<file path="src/design/gmdfs_pkg.sv">
// gmdfs_pkg: shared types and constants for the grid maze path finder
// used by gmdfs_ctrl, gmdfs_dp and grid_maze_dfs_path_finder_unit
`default_nettype none

package gmdfs_pkg;

    // width of the side register and its value after reset
    localparam int SIDE_W = 5;
    localparam logic [SIDE_W-1:0] SIDE_RESET = 5'd10;

    // result field widths
    localparam int ROW_IDX_W = 4;
    localparam int ROW_MARK_W = 16;

    // search directions, tried in this order
    typedef enum logic [1:0] {
        DIR_UP    = 2'd0,
        DIR_DOWN  = 2'd1,
        DIR_LEFT  = 2'd2,
        DIR_RIGHT = 2'd3
    } dir_t;

    // controller states
    typedef enum logic [3:0] {
        ST_LOAD     = 4'd0,
        ST_INIT     = 4'd1,
        ST_EVAL     = 4'd2,
        ST_CHECK    = 4'd3,
        ST_ADVANCE  = 4'd4,
        ST_POP      = 4'd5,
        ST_END_RD   = 4'd6,
        ST_END_WR   = 4'd7,
        ST_OUT_RD   = 4'd8,
        ST_OUT_SHOW = 4'd9,
        ST_NOPATH   = 4'd10
    } state_t;

    // commands from controller to datapath
    typedef struct packed {
        logic load;        // cell transfer: write open map, step load position
        logic search_init; // clear path marks, mark start, start cell on top
        logic eval_rd;     // latch neighbor, read its open bit and mark row
        logic push;        // enter neighbor
        logic dir_inc;     // try next direction
        logic pop_rd;      // read mark row of top and stack entry below
        logic pop;         // unmark top and restore entry below
        logic end_rd;      // read mark row of end cell
        logic end_wr;      // mark end cell, flag path found
        logic out_rd;      // read mark row for the next result
        logic out_next;    // step to the next result row
    } dp_cmd_t;

    // status from datapath to controller
    typedef struct packed {
        logic last_cell;   // load position is the final cell
        logic n_is_one;    // maze is a single cell
        logic nb_oob;      // neighbor lies outside the maze
        logic nb_is_end;   // neighbor is the end cell
        logic nb_free;     // neighbor is open and not on the path
        logic dir_is_last; // all directions of the top cell tried
        logic stack_empty; // nothing below the top entry
        logic out_last;    // current result row is the final one
    } dp_stat_t;

endpackage

`default_nettype wire

</file>
<file path="src/design/gmdfs_ram.sv">
// gmdfs_ram: generic simple dual-port ram with registered read
// no dependencies
`default_nettype none

module gmdfs_ram #(
    parameter int WIDTH = 1,
    parameter int DEPTH = 2
) (
    input  wire logic                                      aclk,
    input  wire logic                                      we,
    input  wire logic [((DEPTH > 1) ? $clog2(DEPTH) : 1)-1:0] waddr,
    input  wire logic [WIDTH-1:0]                          wdata,
    input  wire logic                                      re,
    input  wire logic [((DEPTH > 1) ? $clog2(DEPTH) : 1)-1:0] raddr,
    output logic      [WIDTH-1:0]                          rdata
);

    logic [WIDTH-1:0] mem [DEPTH];

    // write port
    always_ff @(posedge aclk) begin
        if (we) begin
            mem[waddr] <= wdata;
        end
    end

    // registered read port, holds when idle
    always_ff @(posedge aclk) begin
        if (re) begin
            rdata <= mem[raddr];
        end
    end

endmodule

`default_nettype wire

</file>
<file path="src/design/gmdfs_ctrl.sv">
// gmdfs_ctrl: state machine sequencing load, depth-first search and result rows
// depends on gmdfs_pkg
`default_nettype none

module gmdfs_ctrl (
    input  wire logic               aclk,
    input  wire logic               aresetn,
    input  wire logic               s_valid,
    output logic                    s_ready,
    output logic                    m_valid,
    input  wire logic               m_ready,
    input  wire gmdfs_pkg::dp_stat_t stat,
    output gmdfs_pkg::dp_cmd_t      cmd
);

    gmdfs_pkg::state_t state_reg, state_next;

    // state register
    always_ff @(posedge aclk) begin
        if (!aresetn) begin
            state_reg <= gmdfs_pkg::ST_LOAD;
        end else begin
            state_reg <= state_next;
        end
    end

    // next state
    always_comb begin
        state_next = state_reg;
        case (state_reg)
            gmdfs_pkg::ST_LOAD: begin
                if (s_valid && stat.last_cell) begin
                    state_next = gmdfs_pkg::ST_INIT;
                end
            end
            gmdfs_pkg::ST_INIT: begin
                state_next = stat.n_is_one ? gmdfs_pkg::ST_END_RD : gmdfs_pkg::ST_EVAL;
            end
            gmdfs_pkg::ST_EVAL: begin
                if (stat.nb_oob) begin
                    state_next = gmdfs_pkg::ST_ADVANCE;
                end else if (stat.nb_is_end) begin
                    state_next = gmdfs_pkg::ST_END_RD;
                end else begin
                    state_next = gmdfs_pkg::ST_CHECK;
                end
            end
            gmdfs_pkg::ST_CHECK: begin
                state_next = stat.nb_free ? gmdfs_pkg::ST_EVAL : gmdfs_pkg::ST_ADVANCE;
            end
            gmdfs_pkg::ST_ADVANCE: begin
                if (!stat.dir_is_last) begin
                    state_next = gmdfs_pkg::ST_EVAL;
                end else if (stat.stack_empty) begin
                    state_next = gmdfs_pkg::ST_NOPATH;
                end else begin
                    state_next = gmdfs_pkg::ST_POP;
                end
            end
            gmdfs_pkg::ST_POP: begin
                state_next = gmdfs_pkg::ST_ADVANCE;
            end
            gmdfs_pkg::ST_END_RD: begin
                state_next = gmdfs_pkg::ST_END_WR;
            end
            gmdfs_pkg::ST_END_WR: begin
                state_next = gmdfs_pkg::ST_OUT_RD;
            end
            gmdfs_pkg::ST_OUT_RD: begin
                state_next = gmdfs_pkg::ST_OUT_SHOW;
            end
            gmdfs_pkg::ST_OUT_SHOW: begin
                if (m_ready) begin
                    state_next = stat.out_last ? gmdfs_pkg::ST_LOAD : gmdfs_pkg::ST_OUT_RD;
                end
            end
            gmdfs_pkg::ST_NOPATH: begin
                if (m_ready) begin
                    state_next = gmdfs_pkg::ST_LOAD;
                end
            end
            default: begin
                state_next = gmdfs_pkg::ST_LOAD;
            end
        endcase
    end

    // outputs and datapath commands
    always_comb begin
        cmd     = '0;
        s_ready = 1'b0;
        m_valid = 1'b0;
        case (state_reg)
            gmdfs_pkg::ST_LOAD: begin
                s_ready  = 1'b1;
                cmd.load = s_valid;
            end
            gmdfs_pkg::ST_INIT: begin
                cmd.search_init = 1'b1;
            end
            gmdfs_pkg::ST_EVAL: begin
                cmd.eval_rd = 1'b1;
            end
            gmdfs_pkg::ST_CHECK: begin
                cmd.push = stat.nb_free;
            end
            gmdfs_pkg::ST_ADVANCE: begin
                cmd.dir_inc = !stat.dir_is_last;
                cmd.pop_rd  = stat.dir_is_last && !stat.stack_empty;
            end
            gmdfs_pkg::ST_POP: begin
                cmd.pop = 1'b1;
            end
            gmdfs_pkg::ST_END_RD: begin
                cmd.end_rd = 1'b1;
            end
            gmdfs_pkg::ST_END_WR: begin
                cmd.end_wr = 1'b1;
            end
            gmdfs_pkg::ST_OUT_RD: begin
                cmd.out_rd = 1'b1;
            end
            gmdfs_pkg::ST_OUT_SHOW: begin
                m_valid      = 1'b1;
                cmd.out_next = m_ready && !stat.out_last;
            end
            gmdfs_pkg::ST_NOPATH: begin
                m_valid = 1'b1;
            end
            default: begin
                cmd = '0;
            end
        endcase
    end

endmodule

`default_nettype wire

</file>
<file path="src/design/gmdfs_dp.sv">
// gmdfs_dp: maze storage, path mark rows, search stack and result fields
// depends on gmdfs_pkg and gmdfs_ram
`default_nettype none

module gmdfs_dp #(
    parameter int MAX_SIDE = 16
) (
    input  wire logic                                  aclk,
    input  wire logic                                  aresetn,
    input  wire logic                                  cfg_wr_en,
    input  wire logic [gmdfs_pkg::SIDE_W-1:0]          cfg_wr_data,
    input  wire logic                                  s_cell_open,
    input  wire gmdfs_pkg::dp_cmd_t                    cmd,
    output gmdfs_pkg::dp_stat_t                        stat,
    output logic                                       m_found,
    output logic [gmdfs_pkg::ROW_IDX_W-1:0]            m_row_index,
    output logic [gmdfs_pkg::ROW_MARK_W-1:0]           m_row_marks,
    output logic                                       m_last_row
);

    localparam int RCW    = $clog2(MAX_SIDE);
    localparam int OAW    = 2 * RCW;
    localparam int ODEPTH = 1 << OAW;
    localparam int CELLS  = MAX_SIDE * MAX_SIDE;
    localparam int SAW    = $clog2(CELLS);
    localparam int SW     = 2 * RCW + 2;
    localparam logic [RCW-1:0]      RC_ONE   = RCW'(1);
    localparam logic [SAW-1:0]      SA_ONE   = SAW'(1);
    localparam logic [MAX_SIDE-1:0] ROW_ONE  = MAX_SIDE'(1);
    localparam logic [RCW-1:0]      LIM_MAX  = RCW'(MAX_SIDE - 1);

    // configuration and load position
    logic [gmdfs_pkg::SIDE_W-1:0] side_reg;
    logic [RCW-1:0] ld_row_reg, ld_row_next;
    logic [RCW-1:0] ld_col_reg, ld_col_next;
    logic [RCW-1:0] lim;

    // search state
    logic [RCW-1:0]       top_row_reg, top_row_next;
    logic [RCW-1:0]       top_col_reg, top_col_next;
    gmdfs_pkg::dir_t      top_dir_reg, top_dir_next;
    logic [SAW-1:0]       cnt_reg, cnt_next;
    logic [RCW-1:0]       nb_row_reg, nb_col_reg;
    logic [RCW-1:0]       nb_row, nb_col;
    logic                 nb_oob;
    logic [MAX_SIDE-1:0]  row_vld_reg, row_vld_next;
    logic                 mark_rvld_reg;
    logic                 found_reg, found_next;
    logic [RCW-1:0]       out_row_reg, out_row_next;

    // memory ports
    logic                 open_wdata;
    logic                 open_rdata;
    logic                 mark_we, mark_re;
    logic [RCW-1:0]       mark_waddr, mark_raddr;
    logic [MAX_SIDE-1:0]  mark_wdata, mark_rdata, mark_row;
    logic [SW-1:0]        st_wdata, st_rdata;

    // effective last row/column index from the side register
    always_comb begin
        if (side_reg == '0) begin
            lim = '0;
        end else if (int'(side_reg) > MAX_SIDE) begin
            lim = LIM_MAX;
        end else begin
            lim = RCW'(side_reg - 5'd1);
        end
    end

    // side register
    always_ff @(posedge aclk) begin
        if (!aresetn) begin
            side_reg <= gmdfs_pkg::SIDE_RESET;
        end else if (cfg_wr_en) begin
            side_reg <= cfg_wr_data;
        end
    end

    // load position, restarted by a side write
    always_comb begin
        ld_row_next = ld_row_reg;
        ld_col_next = ld_col_reg;
        if (cfg_wr_en) begin
            ld_row_next = '0;
            ld_col_next = '0;
        end else if (cmd.load) begin
            if (ld_col_reg == lim) begin
                ld_col_next = '0;
                ld_row_next = (ld_row_reg == lim) ? '0 : ld_row_reg + RC_ONE;
            end else begin
                ld_col_next = ld_col_reg + RC_ONE;
            end
        end
    end

    always_ff @(posedge aclk) begin
        if (!aresetn) begin
            ld_row_reg <= '0;
            ld_col_reg <= '0;
        end else begin
            ld_row_reg <= ld_row_next;
            ld_col_reg <= ld_col_next;
        end
    end

    // start and end cells are forced open
    assign open_wdata = s_cell_open
                        || (ld_row_reg == '0 && ld_col_reg == '0)
                        || stat.last_cell;

    // neighbor of the top cell in its current direction
    always_comb begin
        nb_row = top_row_reg;
        nb_col = top_col_reg;
        nb_oob = 1'b0;
        case (top_dir_reg)
            gmdfs_pkg::DIR_UP: begin
                nb_oob = (top_row_reg == '0);
                nb_row = top_row_reg - RC_ONE;
            end
            gmdfs_pkg::DIR_DOWN: begin
                nb_oob = (top_row_reg == lim);
                nb_row = top_row_reg + RC_ONE;
            end
            gmdfs_pkg::DIR_LEFT: begin
                nb_oob = (top_col_reg == '0);
                nb_col = top_col_reg - RC_ONE;
            end
            gmdfs_pkg::DIR_RIGHT: begin
                nb_oob = (top_col_reg == lim);
                nb_col = top_col_reg + RC_ONE;
            end
            default: begin
                nb_oob = 1'b1;
            end
        endcase
    end

    // mark row as read, invalid rows read as zero
    assign mark_row = mark_rvld_reg ? mark_rdata : '0;

    // mark row ram port selection
    always_comb begin
        mark_re    = 1'b0;
        mark_raddr = out_row_reg;
        if (cmd.eval_rd) begin
            mark_re    = 1'b1;
            mark_raddr = nb_row;
        end else if (cmd.pop_rd) begin
            mark_re    = 1'b1;
            mark_raddr = top_row_reg;
        end else if (cmd.end_rd) begin
            mark_re    = 1'b1;
            mark_raddr = lim;
        end else if (cmd.out_rd) begin
            mark_re    = 1'b1;
            mark_raddr = out_row_reg;
        end
    end

    always_comb begin
        mark_we    = 1'b0;
        mark_waddr = '0;
        mark_wdata = ROW_ONE;
        if (cmd.search_init) begin
            mark_we    = 1'b1;
            mark_waddr = '0;
            mark_wdata = ROW_ONE;
        end else if (cmd.push) begin
            mark_we    = 1'b1;
            mark_waddr = nb_row_reg;
            mark_wdata = mark_row | (ROW_ONE << nb_col_reg);
        end else if (cmd.pop) begin
            mark_we    = 1'b1;
            mark_waddr = top_row_reg;
            mark_wdata = mark_row & ~(ROW_ONE << top_col_reg);
        end else if (cmd.end_wr) begin
            mark_we    = 1'b1;
            mark_waddr = lim;
            mark_wdata = mark_row | (ROW_ONE << lim);
        end
    end

    // row valid bits, all but row 0 cleared at search start
    always_comb begin
        row_vld_next = row_vld_reg;
        if (cmd.search_init) begin
            row_vld_next = ROW_ONE;
        end else if (mark_we) begin
            row_vld_next = row_vld_reg | (ROW_ONE << mark_waddr);
        end
    end

    always_ff @(posedge aclk) begin
        if (!aresetn) begin
            row_vld_reg   <= '0;
            mark_rvld_reg <= 1'b0;
        end else begin
            row_vld_reg <= row_vld_next;
            if (mark_re) begin
                mark_rvld_reg <= row_vld_reg[mark_raddr];
            end
        end
    end

    // stack top, entry count and result row
    assign st_wdata = {top_row_reg, top_col_reg, 2'(top_dir_reg)};

    always_comb begin
        top_row_next = top_row_reg;
        top_col_next = top_col_reg;
        top_dir_next = top_dir_reg;
        cnt_next     = cnt_reg;
        found_next   = found_reg;
        out_row_next = out_row_reg;
        if (cmd.search_init) begin
            top_row_next = '0;
            top_col_next = '0;
            top_dir_next = gmdfs_pkg::DIR_UP;
            cnt_next     = '0;
            found_next   = 1'b0;
            out_row_next = '0;
        end
        if (cmd.push) begin
            top_row_next = nb_row_reg;
            top_col_next = nb_col_reg;
            top_dir_next = gmdfs_pkg::DIR_UP;
            cnt_next     = cnt_reg + SA_ONE;
        end
        if (cmd.dir_inc) begin
            top_dir_next = gmdfs_pkg::dir_t'(2'(top_dir_reg) + 2'd1);
        end
        if (cmd.pop) begin
            top_row_next = st_rdata[SW-1 -: RCW];
            top_col_next = st_rdata[RCW+1 -: RCW];
            top_dir_next = gmdfs_pkg::dir_t'(st_rdata[1:0]);
            cnt_next     = cnt_reg - SA_ONE;
        end
        if (cmd.end_wr) begin
            found_next = 1'b1;
        end
        if (cmd.out_next) begin
            out_row_next = out_row_reg + RC_ONE;
        end
    end

    always_ff @(posedge aclk) begin
        if (!aresetn) begin
            top_row_reg <= '0;
            top_col_reg <= '0;
            top_dir_reg <= gmdfs_pkg::DIR_UP;
            cnt_reg     <= '0;
            found_reg   <= 1'b0;
            out_row_reg <= '0;
        end else begin
            top_row_reg <= top_row_next;
            top_col_reg <= top_col_next;
            top_dir_reg <= top_dir_next;
            cnt_reg     <= cnt_next;
            found_reg   <= found_next;
            out_row_reg <= out_row_next;
        end
    end

    // neighbor latched for the check cycle
    always_ff @(posedge aclk) begin
        if (cmd.eval_rd) begin
            nb_row_reg <= nb_row;
            nb_col_reg <= nb_col;
        end
    end

    // passage bit per cell, addressed by row and column
    gmdfs_ram #(
        .WIDTH (1),
        .DEPTH (ODEPTH)
    ) u_open_ram (
        .aclk  (aclk),
        .we    (cmd.load),
        .waddr ({ld_row_reg, ld_col_reg}),
        .wdata (open_wdata),
        .re    (cmd.eval_rd),
        .raddr ({nb_row, nb_col}),
        .rdata (open_rdata)
    );

    // path marks, one row per word
    gmdfs_ram #(
        .WIDTH (MAX_SIDE),
        .DEPTH (MAX_SIDE)
    ) u_mark_ram (
        .aclk  (aclk),
        .we    (mark_we),
        .waddr (mark_waddr),
        .wdata (mark_wdata),
        .re    (mark_re),
        .raddr (mark_raddr),
        .rdata (mark_rdata)
    );

    // entries below the top of the search stack
    gmdfs_ram #(
        .WIDTH (SW),
        .DEPTH (CELLS)
    ) u_stack_ram (
        .aclk  (aclk),
        .we    (cmd.push),
        .waddr (cnt_reg),
        .wdata (st_wdata),
        .re    (cmd.pop_rd),
        .raddr (cnt_reg - SA_ONE),
        .rdata (st_rdata)
    );

    // status to the controller
    always_comb begin
        stat.last_cell   = (ld_row_reg == lim) && (ld_col_reg == lim);
        stat.n_is_one    = (lim == '0);
        stat.nb_oob      = nb_oob;
        stat.nb_is_end   = (nb_row == lim) && (nb_col == lim);
        stat.nb_free     = open_rdata && !mark_row[nb_col_reg];
        stat.dir_is_last = (top_dir_reg == gmdfs_pkg::DIR_RIGHT);
        stat.stack_empty = (cnt_reg == '0);
        stat.out_last    = (out_row_reg == lim);
    end

    // result fields, a single not-found item when no path exists
    assign m_found     = found_reg;
    assign m_row_index = found_reg ? gmdfs_pkg::ROW_IDX_W'(out_row_reg) : '0;
    assign m_row_marks = found_reg ? gmdfs_pkg::ROW_MARK_W'(mark_row) : '0;
    assign m_last_row  = !found_reg || (out_row_reg == lim);

endmodule

`default_nettype wire

</file>
<file path="src/design/grid_maze_dfs_path_finder_unit.sv">
// Grid maze path finder: loads one cell per cycle, then a depth-first search
// with an explicit stack, then one result per row or one not-found result.
// Search states, data dependent with registered ram reads: free neighbor EVAL, CHECK;
// off-grid EVAL, ADVANCE; wall or marked EVAL, CHECK, ADVANCE; backtrack ADVANCE, POP.
// Reset: side = 10, load position 0, path marks cleared at once by row valid bits;
// maze and stack rams are not cleared, so no clearing pass is needed.
`default_nettype none

module grid_maze_dfs_path_finder_unit #(
    parameter int MAX_SIDE = 16
) (
    input  wire logic                              aclk,
    input  wire logic                              aresetn,
    input  wire logic                              cfg_wr_en,
    input  wire logic [gmdfs_pkg::SIDE_W-1:0]      cfg_wr_data,
    input  wire logic                              s_valid,
    output logic                                   s_ready,
    input  wire logic                              s_cell_open,
    output logic                                   m_valid,
    input  wire logic                              m_ready,
    output logic                                   m_found,
    output logic [gmdfs_pkg::ROW_IDX_W-1:0]        m_row_index,
    output logic [gmdfs_pkg::ROW_MARK_W-1:0]       m_row_marks,
    output logic                                   m_last_row
);

    gmdfs_pkg::dp_cmd_t  cmd;
    gmdfs_pkg::dp_stat_t stat;

    // controller
    gmdfs_ctrl u_ctrl (
        .aclk    (aclk),
        .aresetn (aresetn),
        .s_valid (s_valid),
        .s_ready (s_ready),
        .m_valid (m_valid),
        .m_ready (m_ready),
        .stat    (stat),
        .cmd     (cmd)
    );

    // datapath
    gmdfs_dp #(
        .MAX_SIDE (MAX_SIDE)
    ) u_dp (
        .aclk        (aclk),
        .aresetn     (aresetn),
        .cfg_wr_en   (cfg_wr_en),
        .cfg_wr_data (cfg_wr_data),
        .s_cell_open (s_cell_open),
        .cmd         (cmd),
        .stat        (stat),
        .m_found     (m_found),
        .m_row_index (m_row_index),
        .m_row_marks (m_row_marks),
        .m_last_row  (m_last_row)
    );

endmodule

`default_nettype wire

</file>
<file path="config.mk">
export PLATFORM = sky130hd
export DESIGN_NAME = grid_maze_dfs_path_finder_unit
export DESIGN_NICKNAME = d
export VERILOG_FILES = /design/src/design/gmdfs_pkg.sv /design/src/design/gmdfs_ram.sv /design/src/design/gmdfs_ctrl.sv /design/src/design/gmdfs_dp.sv /design/src/design/grid_maze_dfs_path_finder_unit.sv
export SDC_FILE = /design/constraint.sdc
export NUM_CORES = 2
export LEC_CHECK = 0
export ABC_AREA = 1
export BUFFER_PORTS_ARGS = -buffer_cell sky130_fd_sc_hd__buf_2
export CAP_MARGIN = 20
export CORE_MARGIN = 4
export CORE_UTILIZATION = 30
export CTS_CLUSTER_SIZE = 24
export DETAILED_ROUTE_END_ITERATION = 10
export GPL_ROUTABILITY_DRIVEN = 0
export GPL_TIMING_DRIVEN = 0
export PLACE_DENSITY_LB_ADDON = 0.05
export SLEW_MARGIN = 25
export SYNTH_ARGS = -nofsm -noshare
export SYNTH_HDL_FRONTEND = slang
export SYNTH_SLANG_ARGS = --single-unit
export TNS_END_PERCENT = 100
</file>
<file path="constraint.sdc">
create_clock -name aclk -period 12.7 [get_ports aclk]
set_input_delay 1.905 -clock aclk [delete_from_list [all_inputs] [get_ports aclk]]
set_output_delay 1.905 -clock aclk [all_outputs]
set_load 0.01 [all_outputs]
</file>
==> impl_metrics.ini <==
[drt]
drt_iter0_markers = 12509
first_pass_iters = 10
routed_wirelength_microns = 617000
avgRoutedWirePerCell_microns = 35.1
route.detailed.drc = 0
via_count = 96401
detail-route-antenna-nets = 0
viasPerCell = 5.49

[sta]
layout_min_cycle_time_ns = 7.27
fmax_mhz = 138
holdWs_ns = 0.461
relSlewSlack = 0.188
min_period_over_period = 0.573
clock_skew_ns = 0.0705
rsz0062_at_grt = no
worst_pin_slew_ns = 1.22
final-setup-viol-count = 0
hold_viol = 0
slew_viol_final = 0

[pwr]
pwr_density_cell_nw_per_um2 = 165
irDropWorstVdd_mv = 0.107
leakagePower_nw = 50.5
p_total_mw = 25.2

[min_path]
min_delay_path_depth = 2
min_path_type = flop to flop

[clock_tree]
cts_buffers = 370
ctsHoldBuffers = 0
cts_tree = built
htree_levels = 5
clk_pin_slew_ns = 0.06
root_buffer = clkbuf_16
clock_path_buffers = 4
cts_resized = 0
worst_skew_pair.late_latency_ns = 0.96
post_cts_buffers = 0
cts_sinks = 3164

[placement]
place_area_sq_um = 141000
post-dp-hpwl_microns = 435000
placedCellCount = 16863
numPortBuffers = 33

[global_routing]
antenna_found_initial = 48
met2_usage = 0.402
grt_first_pass_wirelength_microns = 818000
overflow = 0
gr-usage-met3 = 0.0501
track_usage = 0.270
grt_pass1_vias = 91056
grt_util_met1 = 0.384
grt_max_degree = 79
top_usage_layer = met2

[synth]
async_reset_ff_frac = 0
yosysWarnings = 0
syn_nets = 10954
synthesis.area_sq_um = 129000
yosys_register_bits = 3164
synthTopCellsByArea = edfxtp_1 (72%), nor2_1 (6.4%), o21ai_0 (6.0%)
yosys.area.top_type_share = 0.721
synth.largest_area_cell = edfxtp_1
synth_enable_flop_cells = 3107
avgSynthCellArea_sq_um = 11.9
yosysSeqAreaShare = 0.729
synth-main-ff-cell = edfxtp_1
yosys.cell_types.count = 47
netlist_instances = 10916

[run]
max_cap_viol_count = 0

[cells_and_area]
stdcell_count = 17570
stdcell_area_sq_um = 153000
regMostFlops = u_dp.u_stack_ram.mem
fill_cells = 42319
largestRegisters = u_dp.u_stack_ram.mem: 2560 flops, u_dp.u_mark_ram.mem: 256 flops, u_dp.u_open_ram.mem: 256 flops
final_nets = 11564
area_growth_syn_to_layout_pct = 18.4
final_cell_mix = edfxtp_1 (3107), nor2_1 (1947), o21ai_0 (1540)
final_common_cell = edfxtp_1
seq_area_sq_um = 94500
multi_input_area_sq_um = 32200
largest_reg_flops = 2560
layout-drive-gt1-share = 0.112
utilization = 0.356

[worst_setup_path]
end_kind = flop
path_max_fanout = 12
cp.arrival_ns = 7.99
r2r_cells = 18
startpoint_type = flop
worstPathRequired_ns = 13.42
setup.worst_path.class = flop to flop

[floorplanning]
die_area_sq_um = 442000
fp.dieH_microns = 665
chipWidth_microns = 665
start_util = 0.301
num_io_pins = 35
row_count = 241
core_sq_um = 430000

[outcome]
run_status = finished, final reports clean
final cells by class:
class | count | share of cell area
Sequential cell | 3164 | 0.616
Multi-Input combinational cell | 6797 | 0.210
Clock buffer | 463 | 0.0643
Tap cell | 5710 | 0.0466
Timing Repair Buffer | 238 | 0.0241
Buffer | 760 | 0.0210
Clock inverter | 211 | 0.0122
Inverter | 195 | 0.00479
Antenna cell | 32 | 0.000522
power by group:
part           internal, mW  switching, mW
Combinational         0.662           2.45
Sequential             11.5         0.0305
Clock                  6.03           4.53
Total                  18.2           7.00
kinds of logic (layout without fill, tap and decap cells):
| logic type | Yosys count | after routing | share of synthesized area |
|---|---|---|---|
| adders and majority gates | 27 | 27 | 0.00273 |
| AOI/OAI and AO/OA | 2396 | 2396 | 0.101 |
| DFF | 3164 | 3164 | 0.729 |
| buffers and inverters | 955 | 1867 | 0.0298 |
| xor gates and xnor gates | 23 | 23 | 0.00161 |
| other | 0 | 32 | 0 |
| and+or+nand+nor | 4351 | 4351 | 0.136 |
worst paths after layout:
| kind | start | to | slack, ns |
|---|---|---|---|
| setup / recovery | u_dp.cnt_reg[0]$_SDFFE_PN0P_ | u_dp.u_stack_ram.rdata[8]$_DFFE_PP_ | 5.43 |
| hold / removal | u_dp.row_vld_reg[3]$_SDFFE_PP0P_ | u_dp.row_vld_reg[3]$_SDFFE_PP0P_ | 0.46 |
| setup reg to reg | u_dp.cnt_reg[0]$_SDFFE_PN0P_ | u_dp.u_stack_ram.rdata[8]$_DFFE_PP_ | 5.43 |
| hold reg to reg | u_dp.row_vld_reg[3]$_SDFFE_PP0P_ | u_dp.row_vld_reg[3]$_SDFFE_PP0P_ | 0.46 |
Yosys cell counts, drive strengths merged (14+ instances only):
library cell and number:
a21oi 74, a31oi 24, buf 213, clkbuf 547, dfxtp 57, edfxtp 3107
ha 25, inv 188, nand2 1247, nand3 822, nand4 25, nor2 2217
nor3 19, o211ai 37, o21ai 1587, o21bai 14, o22ai 634, xor2 16
metal layers:
metal	routed length, microns	share of wire
met1	272000	0.44
met2	266000	0.43
met3	49900	0.081
met4	29600	0.048
met5	0	0
critical path, stage by stage, from the launching register on:
cell and delay [ns]:
dfxtp_1 0.39, buf_2 0.24, inv_2 0.20, buf_2 0.32, buf_2 0.38, clkbuf_1 0.65, ha_1 0.42, inv_2 0.28
clkbuf_1 0.87, clkbuf_1 0.85, o21ai_0 0.22, o22ai_1 0.39, nand2_1 0.20, nand3_1 0.35, nand3_1 0.26, nand3_1 0.13
nand3_1 0.28, nand3_1 0.20, and2_1 0.33
stage by stage:
step,worst slack (ns),TNS [ns]
final,5.43,0
after global routing,5.49,0
after CTS,5.36,0
after detailed placement,5.42,0
after global placement,-3.03,-303.28
after floorplan,6.13,0
(Power assumes the default switching activity.)
